File: config.mk
export PLATFORM = sky130hd
export DESIGN_NAME = cca_front
export DESIGN_NICKNAME = d
export VERILOG_FILES = /design/src/rtl/core/cca_pkg.sv /design/src/rtl/core/cca_front.sv
export SDC_FILE = /design/constraint.sdc
export NUM_CORES = 1
export LEC_CHECK = 0
export BUFFER_PORTS_ARGS = -buffer_cell sky130_fd_sc_hd__buf_4
export CAP_MARGIN = 20
export CORE_MARGIN = 1.5
export CORE_UTILIZATION = 31
export DETAILED_ROUTE_END_ITERATION = 10
export HOLD_SLACK_MARGIN = 0.1
export PLACE_DENSITY = 0.8
export SYNTH_ARGS = -nofsm -noshare
export SYNTH_HDL_FRONTEND = slang
export SYNTH_SLANG_ARGS = --single-unit
File: constraint.sdc
create_clock -name clk -period 2.1 [get_ports clk]
set_input_delay 0.21 -clock clk [delete_from_list [all_inputs] [get_ports clk]]
set_output_delay 0.21 -clock clk [all_outputs]
set_load 0.1 [all_outputs]
File: src/rtl/core/cca_pkg.sv
package cca_pkg;

  // Table geometry
  localparam int MAX_CLUSTERS = 1024;
  localparam int IDX_W        = $clog2(MAX_CLUSTERS);
  localparam int LIVE_W       = $clog2(MAX_CLUSTERS + 1);
  // Wide enough for cluster numbers up to MAX_CLUSTERS + 2
  localparam int SCAN_W       = $clog2(MAX_CLUSTERS + 3);

  // Field widths
  localparam int OP_W    = 2;
  localparam int CLUS_W  = 28;
  localparam int LINK_W  = 28;
  localparam int STAT_W  = 2;
  localparam int GRANT_W = 11;
  localparam int HINT_W  = 11;
  localparam int COUNT_W = 11;

  // Command queue depth, a power of two
  localparam int Q_DEPTH = 2;
  localparam int Q_PTR_W = $clog2(Q_DEPTH);
  localparam int Q_CNT_W = $clog2(Q_DEPTH + 1);

  // Operation codes
  localparam logic [OP_W-1:0] OP_READ  = 2'd0;
  localparam logic [OP_W-1:0] OP_WRITE = 2'd1;
  localparam logic [OP_W-1:0] OP_ALLOC = 2'd2;
  localparam logic [OP_W-1:0] OP_FREE  = 2'd3;

  // Status codes
  localparam logic [STAT_W-1:0] STAT_OK    = 2'd0;
  localparam logic [STAT_W-1:0] STAT_RANGE = 2'd1;
  localparam logic [STAT_W-1:0] STAT_FULL  = 2'd2;

  // Link markers and reset values
  localparam logic [LINK_W-1:0]  END_OF_CHAIN = 28'hFFFFFFF;
  localparam logic [LINK_W-1:0]  BAD_MARK     = 28'hFFFFFF7;
  localparam logic [COUNT_W-1:0] COUNT_RESET  = 11'd1024;
  localparam logic [HINT_W-1:0]  HINT_RESET   = 11'd2;

  // Classified command word passed from front to back
  typedef struct packed {
    logic [OP_W-1:0]   op;
    logic              ok;
    logic [IDX_W-1:0]  idx;
    logic [LINK_W-1:0] link_value;
  } cmd_t;

  // Back-end status seen by the front
  typedef struct packed {
    logic clear_done;
  } back_stat_t;

endpackage

File: src/rtl/core/cca_front.sv
module cca_front import cca_pkg::*; (
  input  logic              clk,
  input  logic              rst,
  input  logic              in_valid,
  output logic              in_ready,
  input  logic [OP_W-1:0]   op,
  input  logic [CLUS_W-1:0] cluster,
  input  logic [LINK_W-1:0] link_value,
  input  logic [LIVE_W-1:0] live_n,
  input  back_stat_t        stat,
  input  logic              q_ready,
  output logic              q_push,
  output cmd_t              q_data
);

  logic [CLUS_W-1:0] limit;
  logic              in_range;
  logic              blocked;

  // Hold off input until the table clearing pass is over
  always_ff @(posedge clk) begin
    if (rst) begin
      blocked <= 1'b1;
    end else begin
      blocked <= !stat.clear_done;
    end
  end

  // Valid clusters are 2 up to live count + 1
  assign limit    = CLUS_W'(live_n) + CLUS_W'(2);
  assign in_range = (cluster >= CLUS_W'(2)) && (cluster < limit);

  assign in_ready = q_ready && !blocked && stat.clear_done;
  assign q_push   = in_valid && in_ready;

  // Classify the word: range flag and table index
  always_comb begin
    q_data.op         = op;
    q_data.ok         = in_range;
    q_data.idx        = IDX_W'(cluster - CLUS_W'(2));
    q_data.link_value = link_value;
  end

endmodule

==> run metrics <==
Tot GR Track Use 15.1%; largest register by flop count blocked; largest cells by area after synthesis buf_4 28%, ha_1 19%, xor2_1 11%; Vias per Instance 5.14; share of cells above drive strength 1 63.8%; Hold-fix buffers, CTS 0; Synth top area share 27.7%; # IOs 117; Comb pwr share 94.4%; cell area power density 265 nW/um2; post-route clock period utilization 108%; synthesized net count 200; post-route insts no fill 179; Tmin final 2.27 ns; Routed WL per cell 15.1 um; area delta synth->final 60.9%; Slew Limit Headroom 68.9%; Slew Viols, Final 0; Least-Margin Pin Slew 0.462 ns; Internal 0.162 mW; CP Cell Sequence buf_4 -> buf_4 -> and4_1 -> nand2_1 -> xor2_1 -> ha_1 -> nand3_1 -> nand4_1 -> nor2_2 -> nor4b_4 -> buf_6; P_sw 0.207 mW; crit path kind in2out; cells after synthesis 113; first-pass GRT wire length 3950 um; top flop regs blocked (1); asr flop ratio synth 0%; Synth Warn # 0; FMAX 440 MHz; Core Box Area 2570 um2; P_leak 0.625 nW; Initial Util 33.8%; sequential share of the synthesized area 2.31%; nets 238; clock transition at the registers of the reported paths 0 ns; Routed Antenna Nets 0; Worst Path Required 1.89 ns; Placed Instances 180; element type at the critical path start input port; vias in the first global route 927; placed cell area 1300 um2; pin count of the biggest net entering global routing 6; DPL Wire Length 2250 um; Reg power frac 5.6%; Final Cell Area 1400 um2; Max Cap Viol 0; failing checks negative setup slack; Clock power frac 0%; drt initial violations 8; worst hold path type in2reg; most common cell in the netlist buf_4; Die X 55.9 um; # diodes 0; Critical Path End Type primary output; Top cell by count, worst path buf_4; outcome complete, but fails checks; slowest CP cell ha_1; main flop type after synthesis dfxtp_1; unrepaired setup endpoints after global routing yes; chip height 55.9 um; WP buf/inv 3; routed vias 920; row cnt 18; CP max stage delay 0.27 ns; crit path DAT 2.06 ns; final wirelength 2710 um; die area 3120 um2; GPL Wtd Cong 0.792; gr ovfl total 0; DRC 0; #FFs+latches synth 1; number of flip-flops under the largest register name 1; final hold violations 0; DRT Pass-1 Iters 4; post-synth top area cell buf_4; switching share of power 56.1%; Crit Path Max Fanout 4; PortBufs 56; Final setup viols 1; worst setup margin -0.170 ns; Worst path top cell family by delay simple AND/OR/NAND/NOR gates; peak supply drop 0.238 mV; Post-synth EDFFs 0; top post-synthesis cells by count 32 x buf_4, 13 x ha_1, 11 x xor2_1; Netlist cell types 29; initial antenna violation count 0; post-synthesis cell area 867 um2; syn_area_per_cell 7.67 um2
final timing paths:
kind | startpoint | to | slack [ns] | depth (start not counted)
worst max-delay path | live_n[1] | q_data[38] | -0.17 | 11
worst min-delay path | stat | blocked$_SDFF_PP1_ | 0.39 | 2
routing by layer:
| layer | vias to the layer above | global-route usage, % | part of all wire (%) |
|---|---|---|---|
| met4 | 0 | 5.78 | 4.0 |
| met2 | 60 | 31.5 | 55 |
| met5 | - | 0 | 0 |
| met3 | 16 | 3.02 | 8.9 |
| met1 | 407 | 13.9 | 32 |
| li1 | 437 | - | - |
through the flow:
stage	TNS (ns)	utilization [%]	power, mW	setup WS, ns	hold slack (ns)
after floorplan	-0.123	-	0.479	-0.123	0.283
after global placement	-0.367	50.5	0.339	-0.367	0.392
after detailed placement	-0.398	50.5	0.348	-0.398	0.391
after CTS	-0.113	54.0	0.368	-0.113	0.392
after global routing	-0.295	54.3	0.387	-0.295	0.418
final	-0.170	54.3	0.369	-0.170	0.390
layout by cell type (no fill, tap or decap), types with 2 or more instances in the layout:
cell      synthesis  final
xor2_4            0      2
nor2_1            3      2
buf_4            32     63
xor2_2            0      3
xnor2_1           4      2
buf_6             0      5
ha_1             13     11
xnor2_4           0      2
xor2_1           11      6
nand4_1           4      4
nand3_1           7      6
and3_4            0      2
ha_4              0      2
nand2b_1          2      2
nand2_1           4      4
nor4_1            5      5
inv_1             6      5
nor3_2            2      2
power groups by stage:
stage	registers [mW]	clock network [mW]	logic, mW
final	0.0207	0	0.349
after global routing	0.0207	0	0.366
after CTS	0.0207	0	0.347
after detailed placement	0.0206	0	0.327
after global placement	0.0206	0	0.318
after floorplan	0.0205	0	0.459
logic make-up (layout without fill, tap and decap cells):
family | count (synthesis) | count (layout) | share of synthesized area, %
compound gates | 7 | 7 | 5.92
xor+xnor | 15 | 15 | 15.2
fa+ha+maj | 13 | 13 | 18.8
buf+inv | 38 | 74 | 30.3
flops | 1 | 1 | 2.31
simple gates | 39 | 39 | 27.6
cell type report:
cell class,instances,area (um2)
Tap cell,30,37.5
Sequential cell,1,20.0
Inverter,6,26.3
Multi-Input combinational cell,74,782
Timing Repair Buffer,68,529
Fill cell,220,1170
timing repair:
action / 4_1_cts / 5_1_grt
pin swaps: 11 / 0
buffers inserted: 0 / 0
endpoints found under the setup margin: 1 / 1
resized for setup: 18 / 2
(Power assumes the default switching activity.)
