File: src/rtl/core/cca_pkg.sv
package cca_pkg;

  // Table geometry
  localparam int MAX_CLUSTERS = 1024;
  localparam int IDX_W        = $clog2(MAX_CLUSTERS);
  localparam int LIVE_W       = $clog2(MAX_CLUSTERS + 1);
  // Wide enough for cluster numbers up to MAX_CLUSTERS + 2
  localparam int SCAN_W       = $clog2(MAX_CLUSTERS + 3);

  // Field widths
  localparam int OP_W    = 2;
  localparam int CLUS_W  = 28;
  localparam int LINK_W  = 28;
  localparam int STAT_W  = 2;
  localparam int GRANT_W = 11;
  localparam int HINT_W  = 11;
  localparam int COUNT_W = 11;

  // Command queue depth, a power of two
  localparam int Q_DEPTH = 2;
  localparam int Q_PTR_W = $clog2(Q_DEPTH);
  localparam int Q_CNT_W = $clog2(Q_DEPTH + 1);

  // Operation codes
  localparam logic [OP_W-1:0] OP_READ  = 2'd0;
  localparam logic [OP_W-1:0] OP_WRITE = 2'd1;
  localparam logic [OP_W-1:0] OP_ALLOC = 2'd2;
  localparam logic [OP_W-1:0] OP_FREE  = 2'd3;

  // Status codes
  localparam logic [STAT_W-1:0] STAT_OK    = 2'd0;
  localparam logic [STAT_W-1:0] STAT_RANGE = 2'd1;
  localparam logic [STAT_W-1:0] STAT_FULL  = 2'd2;

  // Link markers and reset values
  localparam logic [LINK_W-1:0]  END_OF_CHAIN = 28'hFFFFFFF;
  localparam logic [LINK_W-1:0]  BAD_MARK     = 28'hFFFFFF7;
  localparam logic [COUNT_W-1:0] COUNT_RESET  = 11'd1024;
  localparam logic [HINT_W-1:0]  HINT_RESET   = 11'd2;

  // Classified command word passed from front to back
  typedef struct packed {
    logic [OP_W-1:0]   op;
    logic              ok;
    logic [IDX_W-1:0]  idx;
    logic [LINK_W-1:0] link_value;
  } cmd_t;

  // Back-end status seen by the front
  typedef struct packed {
    logic clear_done;
  } back_stat_t;

endpackage

File: src/rtl/core/cca_queue.sv
module cca_queue import cca_pkg::*; (
  input  logic clk,
  input  logic rst,
  input  logic push,
  input  cmd_t push_data,
  output logic not_full,
  output logic not_empty,
  input  logic pop,
  output cmd_t pop_data
);

  cmd_t               entry [Q_DEPTH];
  logic [Q_PTR_W-1:0] wr_ptr;
  logic [Q_PTR_W-1:0] rd_ptr;
  logic [Q_CNT_W-1:0] fill;

  assign not_full  = (fill != Q_CNT_W'(Q_DEPTH));
  assign not_empty = (fill != '0);
  assign pop_data  = entry[rd_ptr];

  // Store pushed words
  always_ff @(posedge clk) begin
    if (push) begin
      entry[wr_ptr] <= push_data;
    end
  end

  // Advance pointers and fill level
  always_ff @(posedge clk) begin
    if (rst) begin
      wr_ptr <= '0;
      rd_ptr <= '0;
      fill   <= '0;
    end else begin
      if (push) begin
        wr_ptr <= wr_ptr + Q_PTR_W'(1);
      end
      if (pop) begin
        rd_ptr <= rd_ptr + Q_PTR_W'(1);
      end
      if (push && !pop) begin
        fill <= fill + Q_CNT_W'(1);
      end else if (pop && !push) begin
        fill <= fill - Q_CNT_W'(1);
      end
    end
  end

endmodule

File: config.mk
export PLATFORM = sky130hd
export DESIGN_NAME = cca_queue
export DESIGN_NICKNAME = d
export VERILOG_FILES = /design/src/rtl/core/cca_pkg.sv /design/src/rtl/core/cca_queue.sv
export SDC_FILE = /design/constraint.sdc
export NUM_CORES = 1
export LEC_CHECK = 0
export ABC_AREA = 1
export ABC_CLOCK_PERIOD_IN_PS = 4520
export BUFFER_PORTS_ARGS = -buffer_cell sky130_fd_sc_hd__clkbuf_2
export CELL_PAD_IN_SITES_DETAIL_PLACEMENT = 1
export CELL_PAD_IN_SITES_GLOBAL_PLACEMENT = 1
export CORE_MARGIN = 1
export CORE_UTILIZATION = 41
export CTS_BUF_LIST = sky130_fd_sc_hd__clkbuf_2 sky130_fd_sc_hd__clkbuf_4 sky130_fd_sc_hd__clkbuf_8
export CTS_CLUSTER_DIAMETER = 40
export CTS_CLUSTER_SIZE = 16
export DETAILED_ROUTE_END_ITERATION = 16
export PLACE_DENSITY = 0.73
export SLEW_MARGIN = 20
export SYNTH_ARGS = -nofsm -noshare
export SYNTH_HDL_FRONTEND = slang
export SYNTH_SLANG_ARGS = --single-unit
File: constraint.sdc
create_clock -name clk -period 4.52 [get_ports clk]
set_clock_uncertainty 0.1 [all_clocks]
set_input_delay 0.678 -clock clk [delete_from_list [all_inputs] [get_ports clk]]
set_output_delay 0.678 -clock clk [all_outputs]
set_load 0.01 [all_outputs]
==> results_tabular.tex, run 1 <==
\begin{tabular}{lr}
\hline
Metric & Value \\
\hline
\multicolumn{2}{l}{\textbf{Outcome}} \\
Result of the run & finished clean \\
\multicolumn{2}{l}{\textbf{Global route}} \\
Global-route track usage on met1 & 0.1544 \\
Largest net degree at the start of global routing & 43 \\
Gr busiest metal & met2 \\
Initial antenna violation count & 0 \\
Wire length of the first global-routing pass & 8.556 mm \\
Met2 demand-to-capacity share in global routing & 0.2377 \\
Total track usage & 0.1368 \\
Via count of the first global-routing pass & between 1.5k and 2k \\
Global Route met3 Usage & 0.03612 \\
Global route overflow & 0 \\
\multicolumn{2}{l}{\textbf{Die}} \\
Area of the placeable core & slightly below 8000 um\^{}2 \\
I/O pin cnt & 88 \\
Vertical extent of the die & approximately 93 um \\
Num rows & 32 \\
Die ar. & slightly below 9000 um\^{}2 \\
Starting Density & 0.4322 \\
Die width & 92.96 um \\
\multicolumn{2}{l}{\textbf{Final layout}} \\
Count of filler cells inserted in the layout & between 700 and 800 \\
Area of combinational cells with multiple inputs & slightly above 700 um\^{}2 \\
Number of nets at the end of the flow & roughly 300 \\
\# diodes & 0 \\
Footprint of the flip-flops and latches & 2564 um\^{}2 \\
P\&R area growth vs syn & 19.70\% \\
Fraction of final layout cells with drive strength greater than 1 & 0.5709 \\
\multicolumn{2}{l}{\textbf{Yosys}} \\
Share of the yosys chip area belonging to registers & 0.7554 \\
Mapped Avg Cell Area & 21.07 um\^{}2 \\
Number of enable flip-flop cells after synthesis & 82 \\
Netlist area before placement & 3392 um\^{}2 \\
Dominant cells by area after synthesis & sky130\_fd\_sc\_hd\_\_edfxtp\_1 (73\%), sky130\_fd\_sc\_hd\_\_mux2\_4 (18\%), sky130\_fd\_sc\_hd\_\_dfxtp\_1 (3.0\%) \\
Synth top area share & 0.7259 \\
Most common cell in the synthesized netlist & sky130\_fd\_sc\_hd\_\_edfxtp\_1 \\
Library cell with the largest summed area after synthesis & sky130\_fd\_sc\_hd\_\_edfxtp\_1 \\
Share of flip-flops with an asynchronous set or reset after synthesis & 0 \\
Number of warnings printed during yosys synthesis & 0 \\
FF+latch count, synth & 87 \\
Number of instances in the synthesized netlist & between 150 and 200 \\
Most frequent cells after synthesis & sky130\_fd\_sc\_hd\_\_edfxtp\_1 (82), sky130\_fd\_sc\_hd\_\_mux2\_4 (40), sky130\_fd\_sc\_hd\_\_inv\_1 (9), sky130\_fd\_sc\_hd\_\_nand2\_1 (7) \\
Most common flop cell mapped by yosys & sky130\_fd\_sc\_hd\_\_edfxtp\_1 \\
Synth unique cells & 16 \\
Net count of the mapped netlist & 207 \\
\multicolumn{2}{l}{\textbf{Clocking}} \\
CTS sink cnt & between 80 and 90 \\
Clock buffers created by TritonCTS & 9 \\
Clk\_lat worst skew & roughly 340 ps \\
Number of H-tree branching levels & 3 \\
Clock slew at the register clock pins of the worst setup and hold paths & about 80 ps \\
Hold buffer count at CTS & 0 \\
CTS tree & done \\
Post-CTS resize count & 0 \\
Number of buffers inserted by post-CTS setup repair & 0 \\
Clock Tree Root & sky130\_fd\_sc\_hd\_\_clkbuf\_8 \\
Deepest clock path buffer count & 2 \\
\multicolumn{2}{l}{\textbf{Worst setup path}} \\
Critical Path Fanout Max & 27 \\
Setup CP Type & reg2out \\
Critical path capture point type & output pin \\
Kind of start point of the critical path & flop \\
Data required time of the worst path & 3740 ps \\
Critical Path AT & between 2000 and 2500 ps \\
\multicolumn{2}{l}{\textbf{Timing}} \\
Least-Margin Pin Slew & 913.6 ps \\
Final cycle utilization of the critical path & 0.6481 \\
Final Setup Violations & 0 \\
Unrepaired setup endpoints after global routing & false \\
Time the final worst path needs with I/O delays and setup & about 3000 ps \\
Fin. Hold Viols & 0 \\
Final count of pins violating max slew & 0 \\
Worst slew margin relative to its limit & 0.3901 \\
Final sum of negative setup slack & 0 ps \\
Highest clock frequency the design can meet & roughly 340 MHz \\
\multicolumn{2}{l}{\textbf{Hold path}} \\
Class of the tightest hold or removal check & in2reg \\
\multicolumn{2}{l}{\textbf{Placed design}} \\
Routability Congestion & slightly above 0.6 \\
Count of buffers from port buffering & between 80 and 90 \\
Estimated wirelength of the detail-placed design & $\sim$4 mm \\
\multicolumn{2}{l}{\textbf{Drt}} \\
Remaining routing DRC violations & 0 \\
Initial DRC count & 54 \\
Wire length reported by the detailed router & 5.614 mm \\
Number of optimization iterations in the first detailed-route pass & 4 \\
Residual antenna-violating net count after detailed routing & 0 \\
Via count & $\sim$1.7k \\
Drt via density & between 4 and 5 \\
Avg WL per Cell & roughly 15 um \\
\multicolumn{2}{l}{\textbf{Power and ir drop}} \\
Power density of the placed cells & about 400 nW/um\^{}2 \\
Worst VDD drop & about 200 uV \\
Leak Pwr & 1.663 nW \\
Total Power Consumption & around 1.6 mW \\
\multicolumn{2}{l}{\textbf{Run}} \\
Maximum Capacitance Violations & 0 \\
\hline
\end{tabular}
-- flip-flops by register name, indices dropped and copies added (netlist names), named ones only --
register,cells
entry,82
fill,2
rd_ptr,1
wr_ptr,1
-- where the power goes --
part	switching, mW	internal [mW]
Combinational	0.0911	0.108
Sequential	0.0250	0.930
Clock	0.262	0.200
-- path summary, 6_finish.rpt --
path                       from           end  slack [ps]  depth (start not counted)
hold reg to reg          rd_ptr        rd_ptr         430                          2
hold / removal    push_data[22]  entry[0][22]         420                          1
setup / recovery           flop   pop_data[3]        1590                          3
setup reg to reg         wr_ptr  entry[0][40]        2780                          2
-- cell families after synthesis --
family,synth area share
buf+inv,0.03689
mux,0.1804
compound gates,0.002948
simple gates,0.01807
flops,0.7554
xor+xnor,0.002583
fa+ha+maj,0.003688
-- stage by stage --
stage          setup WS, ps  instance area [um^2]    util  cells  hold slack [ps]
2_1_floorplan          1537                  3392       -    161            379.9
3_3_place_gp           1921                  3887  0.4954    347            398.4
3_5_place_dp           1912                  3887  0.4954    347            410.6
4_1_cts                1520                  4060  0.5174    363            398.7
5_1_grt                1444                  4060  0.5174    363            406.8
6_report               1591                  4060  0.5174    363            419.6
-- metal layers --
layer  vias up  part of all wire
met5         -                 0
met4         0             0.019
met3        11             0.055
met2        56              0.51
met1       796              0.41
li1        798                 -
-- cells in the final DEF, fill, tap and decap left out, drive strengths merged --
cell,count
ha,1
a21oi,1
dfxtp,5
edfxtp,82
nor3,1
clkinvlp,1
inv,10
clkbuf,96
nand4,1
mux2,41
nand3,1
clkinv,5
nor2,5
o21ai,1
buf,2
xnor2,1
nand2,7
-- final cells by class --
type / count / area share
clock buffers: 9 / 0.03051
clock inverters: 7 / 0.01202
inverters: 9 / 0.008321
multi-input cells: 60 / 0.1753
flip-flops and latches: 87 / 0.6314
well taps: 102 / 0.03143
repair buffers: 89 / 0.1109
-- critical path, cell delays in order (launching register included) --
cell and delay, ps:
sky130_fd_sc_hd__dfxtp_2 920, sky130_fd_sc_hd__buf_4 420, sky130_fd_sc_hd__mux2_4 330, sky130_fd_sc_hd__clkbuf_2 130
No activity file was read; power rests on OpenSTA's default activity.
==> inputs of run 2 (changes only) <==
ABC_CLOCK_PERIOD_IN_PS = 2600   (was 4520)
PLACE_DENSITY = 0.76   (was 0.73)
clock period = 2.6 ns   (was 4.52 ns; I/O delays follow)
==> run 2 against run 1 <==
  * Routed wire length is 1.7% higher
  * Worst setup slack got worse by 1000 ps
  * Sequential share of layout area is 0.88 points lower
  * Utilization is 0.73 points higher
  * Clock power rose by 100%
  * Largest power group unchanged
  * Critical path type unchanged
  * Flip-flop and latch count did not move
  * Highest routed layer unchanged
==> results_tabular.tex, run 2 (synthesis gave the netlist of run 1 again) <==
\begin{tabular}{lr}
\hline
Metric & Value \\
\hline
\multicolumn{2}{l}{\textbf{Power and ir drop}} \\
Total Power Consumption & approximately 2.9 mW \\
Worst VDD drop & 268.0 uV \\
Leak Pwr & $\sim$1.7 nW \\
Power density of the placed cells & 713.8 nW/um\^{}2 \\
\multicolumn{2}{l}{\textbf{Clocking}} \\
Clock Tree Root & sky130\_fd\_sc\_hd\_\_clkbuf\_8 \\
Post-CTS resize count & 0 \\
Clock buffers created by TritonCTS & 9 \\
Deepest clock path buffer count & 2 \\
Hold buffer count at CTS & 0 \\
Clock slew at the register clock pins of the worst setup and hold paths & 90 ps \\
Number of H-tree branching levels & 3 \\
CTS sink cnt & between 80 and 90 \\
CTS tree & done \\
Clk\_lat worst skew & $\sim$340 ps \\
Number of buffers inserted by post-CTS setup repair & 0 \\
\multicolumn{2}{l}{\textbf{Worst setup path}} \\
Kind of start point of the critical path & flop \\
Crit Reg-Reg Startpoint & wr\_ptr \\
Depth of the worst register-to-register path & 3 \\
Critical Path Fanout Max & 22 \\
Critical path capture point type & output pin \\
FF-to-FF End & entry[1][14] \\
Crit-path slowest cell & sky130\_fd\_sc\_hd\_\_mux2\_2 \\
Setup slack on the worst flop-to-flop path & about 1100 ps \\
Data required time of the worst path & 2110 ps \\
Setup CP Type & reg2out \\
Cell-by-cell listing of the critical path & buf\_4 -> mux2\_2 -> clkbuf\_2 \\
Critical Path AT & $\sim$1600 ps \\
Critical Path Max Stage Delay & 390 ps \\
\multicolumn{2}{l}{\textbf{Drt}} \\
Residual antenna-violating net count after detailed routing & 0 \\
Wire length reported by the detailed router & 5.708 mm \\
Number of optimization iterations in the first detailed-route pass & 4 \\
Avg WL per Cell & 15.64 um \\
Via count & around 1.7k \\
Remaining routing DRC violations & 0 \\
Drt via density & 4.666 \\
Initial DRC count & 57 \\
\multicolumn{2}{l}{\textbf{Hold path}} \\
Class of the tightest hold or removal check & in2reg \\
Worst hold path depth & 1 \\
Launch instance of the worst min-delay path & push\_data[31] \\
Endpoint, Worst Hold & entry[0][31] \\
\multicolumn{2}{l}{\textbf{Run}} \\
Maximum Capacitance Violations & 0 \\
\multicolumn{2}{l}{\textbf{Die}} \\
Die ar. & approximately 8600 um\^{}2 \\
Starting Density & 0.4322 \\
Die width & between 90 and 100 um \\
Num rows & 32 \\
Vertical extent of the die & $\sim$93 um \\
I/O pin cnt & between 80 and 90 \\
Area of the placeable core & 7848 um\^{}2 \\
\multicolumn{2}{l}{\textbf{Placed design}} \\
Estimated wirelength of the detail-placed design & roughly 4 mm \\
Pre-CTS setup slack & 911.7 ps \\
Number of cells after detailed placement & around 350 \\
Count of buffers from port buffering & 87 \\
Placed cell areas & $\sim$3900 um\^{}2 \\
Routability Congestion & roughly 0.7 \\
\multicolumn{2}{l}{\textbf{Final layout}} \\
Non-Filler Cell Area, Final & about 4000 um\^{}2 \\
Number of flip-flops under the largest register name & 82 \\
Commonest cells after routing, fill and taps aside & sky130\_fd\_sc\_hd\_\_clkbuf\_2 (87), sky130\_fd\_sc\_hd\_\_edfxtp\_1 (82), sky130\_fd\_sc\_hd\_\_mux2\_4 (40) \\
\# diodes & 0 \\
Top flop regs & entry (82), fill (2) \\
Fraction of final layout cells with drive strength greater than 1 & 0.5741 \\
Final Non-Filler Cells & roughly 370 \\
Largest Register & entry \\
Final standard cell utilization of the core & 0.5247 \\
Number of nets at the end of the flow & between 300 and 400 \\
P\&R area growth vs syn & 21.39\% \\
Leading cell type in the layout, fill and taps excluded & sky130\_fd\_sc\_hd\_\_clkbuf\_2 \\
\multicolumn{2}{l}{\textbf{Timing}} \\
Final Setup Violations & 0 \\
Least-Margin Pin Slew & 550.3 ps \\
Highest clock frequency the design can meet & 488.5 MHz \\
Time the final worst path needs with I/O delays and setup & 2047 ps \\
Final count of pins violating max slew & 0 \\
Smallest hold slack & 117.2 ps \\
Unrepaired setup endpoints after global routing & false \\
Worst-case setup margin in the final layout & around 550 ps \\
Final cycle utilization of the critical path & 0.7874 \\
Final sum of negative setup slack & 0 ps \\
Worst slew margin relative to its limit & 0.6331 \\
Fin. Hold Viols & 0 \\
\multicolumn{2}{l}{\textbf{Global route}} \\
Largest net degree at the start of global routing & 42 \\
Global route overflow & 0 \\
Via count of the first global-routing pass & between 1.5k and 2k \\
Wire length of the first global-routing pass & 8.514 mm \\
Initial antenna violation count & 0 \\
Total track usage & 0.1404 \\
\multicolumn{2}{l}{\textbf{Outcome}} \\
Result of the run & finished clean \\
\hline
\end{tabular}
-- run 2: cell count changes in the layout (fill, tap and decap cells not counted), sizes merged --
cell | previous run | this run
inv | 10 | 11
clkinv | 5 | 1
clkinvlp | 1 | 3
buf | 2 | 4
bufinv | 0 | 1
-- run 2: area by class of cell --
class	count	area, um^2
well taps	102	127.6
flip-flops and latches	87	2564
multi-input cells	60	711.9
fillers	782	3730
clock buffers	9	123.9
clock inverters	7	78.83
repair buffers	91	478.0
inverters	9	33.78
-- run 2: worst max-delay path, delay by kind of cell (launching register included) --
kind | cells | cell delay (ps)
buf+inv | 2 | 490
mux | 1 | 390
flops | 1 | 330
-- run 2: how the worst max path moves through the flow --
stage / startpoint / end / cells after the start
final: flop / pop_data[20] / 3
after global routing: flop / pop_data[20] / 3
after CTS: flop / pop_data[20] / 3
after floorplan: push / entry[0][0] / 2
after global placement: flop / pop_data[20] / 3
after detailed placement: flop / pop_data[20] / 3
-- run 2: per-layer routing --
| metal | track usage | wire [um] |
|---|---|---|
| met2 | 0.2384 | 2895 |
| met5 | 0 | 0 |
| met1 | 0.1499 | 2336 |
| met4 | 0.09359 | 161 |
| met3 | 0.04269 | 315 |
-- run 2: power by group --
part           internal, mW  switching, mW  leakage [nW]
clock                 0.451          0.475        0.0925
sequential             1.62         0.0218         0.812
combinational         0.191          0.183         0.776
